## config.mk

```make
export PLATFORM = sky130hd
export DESIGN_NAME = linear_floor_sum_top
export DESIGN_NICKNAME = d
export VERILOG_FILES = /design/src/hdl/lfs_pkg.sv /design/src/hdl/lfs_div.sv /design/src/hdl/lfs_mul.sv /design/src/hdl/lfs_dpath.sv /design/src/hdl/lfs_ctrl.sv /design/src/hdl/linear_floor_sum_top.sv
export SDC_FILE = /design/constraint.sdc
export NUM_CORES = 2
export LEC_CHECK = 0
export BUFFER_PORTS_ARGS = -buffer_cell sky130_fd_sc_hd__buf_2
export CAP_MARGIN = 20
export CORE_MARGIN = 4
export CORE_UTILIZATION = 45
export DETAILED_ROUTE_END_ITERATION = 8
export GPL_TIMING_DRIVEN = 0
export HOLD_SLACK_MARGIN = 0.08
export PLACE_DENSITY = 0.58
export SYNTH_ARGS = -nofsm -noshare
export SYNTH_HDL_FRONTEND = slang
export SYNTH_SLANG_ARGS = --single-unit
```

## constraint.sdc

```tcl
create_clock -name clk -period 11.85 [get_ports clk]
set_clock_uncertainty 0.2 [all_clocks]
set_input_delay 1.7775 -clock clk [delete_from_list [all_inputs] [get_ports clk]]
set_output_delay 1.7775 -clock clk [all_outputs]
set_load 0.02 [all_outputs]
```

## src/hdl/lfs_pkg.sv

```systemverilog
package lfs_pkg;

    localparam int OPERAND_WIDTH_DEF = 32;
    localparam int TOTAL_WIDTH       = 64;

    typedef enum logic [4:0] {
        S_IDLE,
        S_CHK,
        S_DIVA_GO,
        S_DIVA_WAIT,
        S_TRI_GO,
        S_TRI_WAIT,
        S_TQ_GO,
        S_TQ_WAIT,
        S_DIVB_GO,
        S_DIVB_WAIT,
        S_NB_GO,
        S_NB_WAIT,
        S_Y_GO,
        S_Y_WAIT,
        S_YCMP,
        S_DIVY_GO,
        S_DIVY_WAIT,
        S_DONE
    } state_t;

    typedef enum logic [3:0] {
        OP_NONE,
        OP_LOAD,
        OP_DIV_A,
        OP_DIV_B,
        OP_DIV_Y,
        OP_MUL_TRI,
        OP_MUL_TQ,
        OP_MUL_NB,
        OP_MUL_Y,
        OP_WB_A,
        OP_WB_TRI,
        OP_WB_ACC,
        OP_WB_B,
        OP_WB_Y,
        OP_WB_DIVY
    } op_t;

    typedef struct packed {
        logic m_zero;
        logic a_ge_m;
        logic b_ge_m;
        logic y_lt_m;
        logic div_done;
        logic mul_done;
    } status_t;

endpackage

```

## src/hdl/lfs_div.sv

```systemverilog
module lfs_div #(
    parameter int W = 32
) (
    input  logic           clk,
    input  logic           rst_n,
    input  logic           start,
    input  logic [2*W-1:0] dividend,
    input  logic [W-1:0]   divisor,
    output logic [W-1:0]   quotient,
    output logic [W-1:0]   remainder,
    output logic           done
);
    localparam int DW   = 2 * W;
    localparam int CNTW = $clog2(DW + 1);

    logic [DW-1:0]   dvd_reg, dvd_next;
    logic [W-1:0]    rem_reg, rem_next;
    logic [W-1:0]    dsr_reg, dsr_next;
    logic [CNTW-1:0] cnt_reg, cnt_next;
    logic            done_reg, done_next;
    logic [W:0]      trial;
    logic            fits;

    assign trial = {rem_reg, dvd_reg[DW-1]};
    assign fits  = trial >= {1'b0, dsr_reg};

    always_comb
    begin
        dvd_next  = dvd_reg;
        rem_next  = rem_reg;
        dsr_next  = dsr_reg;
        cnt_next  = cnt_reg;
        done_next = 1'b0;
        if (start)
        begin
            dvd_next = dividend;
            rem_next = '0;
            dsr_next = divisor;
            cnt_next = CNTW'(DW);
        end
        else if (cnt_reg != '0)
        begin
            // shift one dividend bit into the remainder, quotient bit into the low end
            rem_next  = fits ? W'(trial - {1'b0, dsr_reg}) : trial[W-1:0];
            dvd_next  = {dvd_reg[DW-2:0], fits};
            cnt_next  = cnt_reg - 1'b1;
            done_next = (cnt_reg == CNTW'(1));
        end
    end

    always_ff @(posedge clk or negedge rst_n)
    begin
        if (!rst_n)
        begin
            cnt_reg  <= '0;
            done_reg <= 1'b0;
        end
        else
        begin
            cnt_reg  <= cnt_next;
            done_reg <= done_next;
        end
    end

    always_ff @(posedge clk)
    begin
        dvd_reg <= dvd_next;
        rem_reg <= rem_next;
        dsr_reg <= dsr_next;
    end

    assign quotient  = dvd_reg[W-1:0];
    assign remainder = rem_reg;
    assign done      = done_reg;
endmodule

```

## src/hdl/lfs_mul.sv

```systemverilog
module lfs_mul #(
    parameter int W = 32
) (
    input  logic                            clk,
    input  logic                            rst_n,
    input  logic                            start,
    input  logic [lfs_pkg::TOTAL_WIDTH-1:0] mcand,
    input  logic [W-1:0]                    mplier,
    output logic [lfs_pkg::TOTAL_WIDTH-1:0] prod,
    output logic                            done
);
    import lfs_pkg::*;

    localparam int CNTW = $clog2(W + 1);

    logic [TOTAL_WIDTH-1:0] mcand_reg, mcand_next;
    logic [TOTAL_WIDTH-1:0] prod_reg, prod_next;
    logic [W-1:0]           mplier_reg, mplier_next;
    logic [CNTW-1:0]        cnt_reg, cnt_next;
    logic                   done_reg, done_next;

    always_comb
    begin
        mcand_next  = mcand_reg;
        prod_next   = prod_reg;
        mplier_next = mplier_reg;
        cnt_next    = cnt_reg;
        done_next   = 1'b0;
        if (start)
        begin
            mcand_next  = mcand;
            mplier_next = mplier;
            prod_next   = '0;
            cnt_next    = CNTW'(W);
        end
        else if (cnt_reg != '0)
        begin
            // product keeps only the low word, which is all the total needs
            if (mplier_reg[0])
                prod_next = prod_reg + mcand_reg;
            mcand_next  = {mcand_reg[TOTAL_WIDTH-2:0], 1'b0};
            mplier_next = mplier_reg >> 1;
            cnt_next    = cnt_reg - 1'b1;
            done_next   = (cnt_reg == CNTW'(1));
        end
    end

    always_ff @(posedge clk or negedge rst_n)
    begin
        if (!rst_n)
        begin
            cnt_reg  <= '0;
            done_reg <= 1'b0;
        end
        else
        begin
            cnt_reg  <= cnt_next;
            done_reg <= done_next;
        end
    end

    always_ff @(posedge clk)
    begin
        mcand_reg  <= mcand_next;
        prod_reg   <= prod_next;
        mplier_reg <= mplier_next;
    end

    assign prod = prod_reg;
    assign done = done_reg;
endmodule

```

## src/hdl/lfs_dpath.sv

```systemverilog
module lfs_dpath #(
    parameter int W = lfs_pkg::OPERAND_WIDTH_DEF
) (
    input  logic                            clk,
    input  logic                            rst_n,
    input  lfs_pkg::op_t                    op,
    input  logic [W-1:0]                    count_n,
    input  logic [W-1:0]                    divisor_m,
    input  logic [W-1:0]                    slope_a,
    input  logic [W-1:0]                    offset_b,
    output lfs_pkg::status_t                status,
    output logic [lfs_pkg::TOTAL_WIDTH-1:0] total,
    output logic                            bad_divisor
);
    import lfs_pkg::*;

    localparam int DW = 2 * W;

    logic [W-1:0]           n_reg, n_next, m_reg, m_next, a_reg, a_next, b_reg, b_next;
    logic [TOTAL_WIDTH-1:0] acc_reg, acc_next, tri_reg, tri_next;
    logic [DW-1:0]          y_reg, y_next;

    logic                   div_start, mul_start, div_done, mul_done;
    logic [DW-1:0]          div_dividend;
    logic [W-1:0]           quot, rem;
    logic [TOTAL_WIDTH-1:0] mul_mcand, prod;
    logic [W-1:0]           mul_mplier;

    assign div_start = (op == OP_DIV_A) || (op == OP_DIV_B) || (op == OP_DIV_Y);
    assign mul_start = (op == OP_MUL_TRI) || (op == OP_MUL_TQ) || (op == OP_MUL_NB)
                    || (op == OP_MUL_Y);

    always_comb
    begin
        case (op)
            OP_DIV_A: div_dividend = DW'(a_reg);
            OP_DIV_B: div_dividend = DW'(b_reg);
            default:  div_dividend = y_reg;
        endcase
    end

    always_comb
    begin
        case (op)
            OP_MUL_TRI:
            begin
                mul_mcand  = TOTAL_WIDTH'(n_reg);
                mul_mplier = n_reg - 1'b1;
            end
            OP_MUL_TQ:
            begin
                mul_mcand  = tri_reg;
                mul_mplier = quot;
            end
            OP_MUL_NB:
            begin
                mul_mcand  = TOTAL_WIDTH'(n_reg);
                mul_mplier = quot;
            end
            default:
            begin
                mul_mcand  = TOTAL_WIDTH'(a_reg);
                mul_mplier = n_reg;
            end
        endcase
    end

    lfs_div #(.W(W)) u_div (
        .clk       (clk),
        .rst_n     (rst_n),
        .start     (div_start),
        .dividend  (div_dividend),
        .divisor   (m_reg),
        .quotient  (quot),
        .remainder (rem),
        .done      (div_done)
    );

    lfs_mul #(.W(W)) u_mul (
        .clk    (clk),
        .rst_n  (rst_n),
        .start  (mul_start),
        .mcand  (mul_mcand),
        .mplier (mul_mplier),
        .prod   (prod),
        .done   (mul_done)
    );

    always_comb
    begin
        n_next   = n_reg;
        m_next   = m_reg;
        a_next   = a_reg;
        b_next   = b_reg;
        acc_next = acc_reg;
        tri_next = tri_reg;
        y_next   = y_reg;
        case (op)
            OP_LOAD:
            begin
                n_next   = count_n;
                m_next   = divisor_m;
                a_next   = slope_a;
                b_next   = offset_b;
                acc_next = '0;
            end
            OP_WB_A:   a_next   = rem;
            OP_WB_TRI: tri_next = prod >> 1;
            OP_WB_ACC: acc_next = acc_reg + prod;
            OP_WB_B:   b_next   = rem;
            OP_WB_Y:   y_next   = prod[DW-1:0] + DW'(b_reg);
            OP_WB_DIVY:
            begin
                // continue with (y/m, a, m, y%m): divisor and slope trade places
                n_next = quot;
                b_next = rem;
                a_next = m_reg;
                m_next = a_reg;
            end
            default: ;
        endcase
    end

    always_ff @(posedge clk)
    begin
        n_reg   <= n_next;
        m_reg   <= m_next;
        a_reg   <= a_next;
        b_reg   <= b_next;
        acc_reg <= acc_next;
        tri_reg <= tri_next;
        y_reg   <= y_next;
    end

    assign status.m_zero   = (m_reg == '0);
    assign status.a_ge_m   = (a_reg >= m_reg);
    assign status.b_ge_m   = (b_reg >= m_reg);
    assign status.y_lt_m   = (y_reg < DW'(m_reg));
    assign status.div_done = div_done;
    assign status.mul_done = mul_done;

    assign total       = acc_reg;
    assign bad_divisor = (m_reg == '0);
endmodule

```

## src/hdl/lfs_ctrl.sv

```systemverilog
module lfs_ctrl (
    input  logic             clk,
    input  logic             rst_n,
    input  logic             start,
    input  lfs_pkg::status_t status,
    output lfs_pkg::op_t     op,
    output logic             busy,
    output logic             done
);
    import lfs_pkg::*;

    state_t state_reg, state_next;

    always_comb
    begin
        state_next = state_reg;
        case (state_reg)
            S_IDLE:      if (start) state_next = S_CHK;
            S_CHK:       state_next = status.m_zero ? S_DONE : S_DIVA_GO;
            S_DIVA_GO:   state_next = status.a_ge_m ? S_DIVA_WAIT : S_DIVB_GO;
            S_DIVA_WAIT: if (status.div_done) state_next = S_TRI_GO;
            S_TRI_GO:    state_next = S_TRI_WAIT;
            S_TRI_WAIT:  if (status.mul_done) state_next = S_TQ_GO;
            S_TQ_GO:     state_next = S_TQ_WAIT;
            S_TQ_WAIT:   if (status.mul_done) state_next = S_DIVB_GO;
            S_DIVB_GO:   state_next = status.b_ge_m ? S_DIVB_WAIT : S_Y_GO;
            S_DIVB_WAIT: if (status.div_done) state_next = S_NB_GO;
            S_NB_GO:     state_next = S_NB_WAIT;
            S_NB_WAIT:   if (status.mul_done) state_next = S_Y_GO;
            S_Y_GO:      state_next = S_Y_WAIT;
            S_Y_WAIT:    if (status.mul_done) state_next = S_YCMP;
            S_YCMP:      state_next = status.y_lt_m ? S_DONE : S_DIVY_GO;
            S_DIVY_GO:   state_next = S_DIVY_WAIT;
            S_DIVY_WAIT: if (status.div_done) state_next = S_DIVA_GO;
            S_DONE:      state_next = S_IDLE;
            default:     state_next = S_IDLE;
        endcase
    end

    always_comb
    begin
        op   = OP_NONE;
        busy = 1'b1;
        done = 1'b0;
        case (state_reg)
            S_IDLE:
            begin
                busy = 1'b0;
                if (start) op = OP_LOAD;
            end
            S_DIVA_GO:   if (status.a_ge_m) op = OP_DIV_A;
            S_DIVA_WAIT: if (status.div_done) op = OP_WB_A;
            S_TRI_GO:    op = OP_MUL_TRI;
            S_TRI_WAIT:  if (status.mul_done) op = OP_WB_TRI;
            S_TQ_GO:     op = OP_MUL_TQ;
            S_TQ_WAIT:   if (status.mul_done) op = OP_WB_ACC;
            S_DIVB_GO:   if (status.b_ge_m) op = OP_DIV_B;
            S_DIVB_WAIT: if (status.div_done) op = OP_WB_B;
            S_NB_GO:     op = OP_MUL_NB;
            S_NB_WAIT:   if (status.mul_done) op = OP_WB_ACC;
            S_Y_GO:      op = OP_MUL_Y;
            S_Y_WAIT:    if (status.mul_done) op = OP_WB_Y;
            S_DIVY_GO:   op = OP_DIV_Y;
            S_DIVY_WAIT: if (status.div_done) op = OP_WB_DIVY;
            S_DONE:      done = 1'b1;
            default:     op = OP_NONE;
        endcase
    end

    always_ff @(posedge clk or negedge rst_n)
    begin
        if (!rst_n)
            state_reg <= S_IDLE;
        else
            state_reg <= state_next;
    end
endmodule

```

## src/hdl/linear_floor_sum_top.sv

```systemverilog
// Floor sum: total = sum over i in [0, count_n) of floor((slope_a*i + offset_b) / divisor_m),
// modulo 2^64, by the Euclidean reduction.
// Input: raise start with count_n, divisor_m, slope_a, offset_b; the item is taken at
// the edge where start is high and busy is low. busy stays high until the result.
// Output: done is high for exactly one cycle with total and bad_divisor valid; the
// receiver must take it then, there is no back-pressure.
// A zero divisor_m gives bad_divisor = 1 and total = 0, with no division run.
// Each reduction round runs up to three divisions on one shared restoring divider
// and four multiplies on one shared shift-add multiplier, with control states
// between them. The round count grows with log(divisor_m), at most about 46 for
// OPERAND_WIDTH = 32. One item at a time.
// Reset clears the controller to idle; no result is pending after reset.
module linear_floor_sum_top #(
    parameter int OPERAND_WIDTH = lfs_pkg::OPERAND_WIDTH_DEF
) (
    input  logic                            clk,
    input  logic                            rst_n,
    input  logic                            start,
    output logic                            busy,
    input  logic [OPERAND_WIDTH-1:0]        count_n,
    input  logic [OPERAND_WIDTH-1:0]        divisor_m,
    input  logic [OPERAND_WIDTH-1:0]        slope_a,
    input  logic [OPERAND_WIDTH-1:0]        offset_b,
    output logic                            done,
    output logic [lfs_pkg::TOTAL_WIDTH-1:0] total,
    output logic                            bad_divisor
);
    import lfs_pkg::*;

    op_t     op;
    status_t status;

    lfs_ctrl u_ctrl (
        .clk    (clk),
        .rst_n  (rst_n),
        .start  (start),
        .status (status),
        .op     (op),
        .busy   (busy),
        .done   (done)
    );

    lfs_dpath #(.W(OPERAND_WIDTH)) u_dpath (
        .clk         (clk),
        .rst_n       (rst_n),
        .op          (op),
        .count_n     (count_n),
        .divisor_m   (divisor_m),
        .slope_a     (slope_a),
        .offset_b    (offset_b),
        .status      (status),
        .total       (total),
        .bad_divisor (bad_divisor)
    );

`ifndef SYNTH
    a_accept_busy: assert property (@(posedge clk) disable iff (!rst_n)
        start && !busy |=> busy)
        else $error("busy not raised after accepting an item");

    a_done_single: assert property (@(posedge clk) disable iff (!rst_n)
        done |=> !done)
        else $error("done held longer than one cycle");

    a_bad_zero: assert property (@(posedge clk) disable iff (!rst_n)
        done && bad_divisor |-> total == '0)
        else $error("nonzero total with bad divisor");

    a_idle_no_done: assert property (@(posedge clk) disable iff (!rst_n)
        !busy |-> !done)
        else $error("done while idle");
`endif
endmodule

```

==> summary.md <==
| Metric | Value |
|---|---|
| Worst Setup End Kind | flop |
| First-pass GRT wire length | 202000 um |
| Vias in the first global route | 31712 |
| Main combinational cell family by area after synthesis | compound AO/OA/AOI/OAI gates |
| Proportion of synthesized area in mux cells | 0.0105 |
| CP required | 12.00 ns |
| Post-CTS Hold Buffers | 0 |
| IO buf count | 197 |
| Worst reg2reg path depth | 16 |
| CTS H-tree lvls | 3 |
| Primary FF master, synth | edfxtp_1 |
| Sw Ratio | 0.439 |
| Antenna-violating nets left | 0 |
| # IOs | 198 |
| Syn Nets | 4473 |
| Final setup fails | 0 |
| Power density over the cells | 281 nW/um2 |
| Grt met2 use | 0.466 |
| Sequential power share | 0.313 |
| Routed WL per cell | 24.7 um |
| Vias/cell | 6.05 |
| Simple logic cell fraction of the synthesized area | 0.156 |
| Cell Rows | 107 |
| Post-synthesis sequential area ratio | 0.456 |
| Max Buffers Root-to-Sink | 3 |
| Clock Power Share | 0.193 |
| Final net count | 4766 |
| Share of layout cells above drive strength 1 | 0.0888 |
| Critical path data arrival time | 7.54 ns |
| DRC | 0 |
| Lkg Pwr | 18.0 nW |
| Sw power | 5.46 mW |
| Die Span X | 302 um |
| Mapped Cells | 4047 |
| Pre-CTS WS | 4.75 ns |
| Int Pwr | 6.98 mW |
| Final HPWL from detailed placement | 107000 um |
| Post-Layout Cell Count | 5549 |
| Fin. Hold Viols | 0 |
| Met1 Usage GRT | 0.414 |
| Clock Tree Root | clkbuf_16 |
| Reg2Reg Launch Point | u_dpath.m_reg[15] |
| Post-route minimum period | 7.39 ns |
| Number of synthesized flops with an enable pin | 511 |
| Routing usage on met3 | 0.0433 |
| Vias | 33593 |
| RSZ-0062 raised after global routing | no |
| Total global routing overflow | 0 |
| Critical path origin | u_dpath.m_reg[15] |
| Slew margin rel. | 0.248 |
| Period utilisation layout | 0.624 |
| Die footprint | 91300 um2 |
| Async SR Flop Fraction | 0.0319 |
| Maxcap violations | 0 |
| Clock Sink Count | 627 |
| Fin. max-slew vios | 0 |
| #FFs+latches synth | 627 |
| Gate power share | 0.493 |
| Die height | 302 um |
| Largest net degree at the start of global routing | 57 |
| Dpl cells | 5407 |
| Synthesis Warnings | 0 |
| Mapped cell area | 38900 um2 |
| Run status | complete, no violations |
| Post-CTS sizing | 0 |
| Area Overhead vs Synth | 13.6% |
| CP Launch Type | flop |
| Post-synthesis xor/xnor area fraction | 0.0479 |
| Critical path peak fanout | 37 |
| R2r endpoint | u_dpath.u_mul.mcand_reg[4] |
| Routed WL | 137000 um |
| Final worst slack | 4.46 ns |
| CTS buffer count | 75 |
| DRT iter0 DRCs | 3431 |
| Placer Congestion | 0.958 |
| Synth Area in Adders | 0.0956 |
| Fmax | 135 MHz |
| R2r setup slk | 4.46 ns |
| Global routing's busiest layer | met2 |
| Clock-pin slew on the worst setup and hold paths | 0.06 ns |
| Total track usage | 0.293 |
| Core ar. | 85500 um2 |
| Initial core utilization | 0.455 |
| Worst-margin pin slew | 1.12 ns |
| Compound-gate portion of the synthesized area | 0.203 |
| TritonCTS clock tree | done |
| VDD IR-drop max | 0.148 mV |
| Skew-Pair Late Insertion Delay | 0.64 ns |
| Avg Inst Size Synth | 9.62 um2 |
| Cell variety after synth | 81 |
| Setup Buffers After CTS | 0 |
| Drt pass-1 iters | 6 |
| Hold slack | 0.270 ns |
| Initial antenna violation count | 5 |
| Crit path to | u_dpath.u_mul.mcand_reg[4] |
| Hold WC Path Type | flop to flop |
| Kind of critical path | flop to flop |
## power groups by stage
stage | sequential (mW) | clock [mW] | combinational (mW)
6_report | 3.90 | 2.41 | 6.14
3_5_place_dp | 3.93 | 0 | 5.99
3_3_place_gp | 3.96 | 0 | 5.93
2_1_floorplan | 3.59 | 0 | 4.47
5_1_grt | 3.94 | 2.52 | 6.80
4_1_cts | 3.89 | 2.43 | 6.03
## cells in the mapped netlist, types with 10 or more instances
| library cell | number | area (um2) |
|---|---|---|
| nand2_1 | 590 | 2210 |
| edfxtp_1 | 511 | 15300 |
| a21oi_1 | 367 | 1840 |
| nor2_1 | 350 | 1310 |
| ha_1 | 291 | 3640 |
| o21ai_0 | 220 | 1100 |
| clkbuf_1 | 171 | 642 |
| inv_1 | 138 | 518 |
| xnor2_1 | 132 | 1160 |
| a21o_1 | 125 | 938 |
| dfxtp_1 | 96 | 1920 |
| xor2_1 | 81 | 709 |
| nor3_1 | 73 | 365 |
| nand4_1 | 61 | 382 |
| nand3_1 | 56 | 280 |
| a221o_1 | 54 | 541 |
| a221oi_1 | 46 | 403 |
| nand2b_1 | 41 | 257 |
| a22o_1 | 40 | 350 |
| a22oi_1 | 38 | 285 |
| a211oi_1 | 37 | 278 |
| nor2b_1 | 35 | 219 |
| o211ai_1 | 34 | 255 |
| a2bb2oi_1 | 32 | 280 |
| nor4_1 | 32 | 200 |
| o21bai_1 | 32 | 240 |
| mux2_2 | 31 | 349 |
| or3_1 | 25 | 156 |
| o21a_1 | 24 | 180 |
| a31oi_1 | 22 | 138 |
| and2_1 | 22 | 138 |
| o31ai_1 | 22 | 165 |
| and3_1 | 21 | 131 |
| dfrtp_1 | 20 | 500 |
| buf_1 | 14 | 52.6 |
| a2111oi_0 | 11 | 96.3 |
| a41oi_1 | 10 | 87.6 |
## final cells by class
cell class / count / area [um2]
antenna: 3 / 7.51
timing repair buffer: 216 / 1300
sequential: 627 / 17800
buffer: 186 / 701
inverter: 139 / 522
fill: 8010 / 41300
clock buffer: 107 / 2090
tap: 1144 / 1430
clock inverter: 32 / 412
multi-input combinational: 3095 / 20000
## stage by stage
stage | instance area (um2) | power, mW | utilization | setup TNS, ns
after global placement | 41300 | 9.89 | 0.483 | -480.62
after global routing | 44200 | 13.3 | 0.517 | 0
after detailed placement | 41700 | 9.92 | 0.488 | 0
final | 44200 | 12.4 | 0.517 | 0
after CTS | 44200 | 12.4 | 0.517 | 0
after floorplan | 38900 | 8.07 | - | 0
## worst max-delay path, cell delays in order, from the launching register on
cell,delay [ns]
edfxtp_1,0.44
inv_1,0.22
ha_1,0.31
a2111oi_0,0.49
o21ai_0,0.15
a21oi_1,0.14
nor2_1,0.05
a31oi_1,0.48
o21ai_1,0.49
o31a_1,0.46
clkbuf_1,0.23
nor3_1,0.76
clkbuf_1,0.78
buf_1,0.74
nand3_4,0.53
buf_12,0.37
buf_12,0.21
## layer usage
layer / wire length [um] / part of all wire
met1: 59100 / 0.43
met2: 62400 / 0.45
met3: 10900 / 0.080
met4: 4710 / 0.034
met5: 0 / 0
## worst min path at each step
stage,depth (start not counted),slack (ns),end,start
2_1_floorplan,2,0.25,u_dpath.u_div.cnt_reg[6],u_dpath.u_div.cnt_reg[6]
3_3_place_gp,2,0.26,u_dpath.u_div.cnt_reg[6],u_dpath.u_div.cnt_reg[6]
3_5_place_dp,0,0.26,u_dpath.u_div.dsr_reg[13],u_dpath.m_reg[13]
4_1_cts,0,0.27,u_dpath.u_div.dsr_reg[13],u_dpath.m_reg[13]
5_1_grt,0,0.27,u_dpath.u_div.dsr_reg[13],u_dpath.m_reg[13]
6_report,0,0.27,u_dpath.u_div.dsr_reg[13],u_dpath.m_reg[13]
## logic make-up after synthesis
family          Yosys count
simple gates           1355
compound gates         1195
flops                   627
buf+inv                 325
fa+ha+maj               295
xor+xnor                213
mux                      37
## placed cells by master, fill, tap and decap left out, drive strengths merged, types with 40 or more instances in the layout
| master | synthesis | layout |
|---|---|---|
| xor2 | 81 | 81 |
| nand4 | 61 | 61 |
| a22o | 40 | 40 |
| buf | 14 | 230 |
| nor3 | 74 | 74 |
| nand2 | 590 | 590 |
| a21o | 125 | 125 |
| ha | 291 | 291 |
| edfxtp | 511 | 511 |
| xnor2 | 132 | 132 |
| nand2b | 41 | 41 |
| o21ai | 221 | 221 |
| dfxtp | 96 | 96 |
| nor2 | 350 | 350 |
| a221oi | 46 | 46 |
| a221o | 55 | 55 |
| a21oi | 367 | 367 |
| inv | 139 | 144 |
| nand3 | 56 | 56 |
| clkbuf | 172 | 279 |
(Power assumes the default switching activity.)
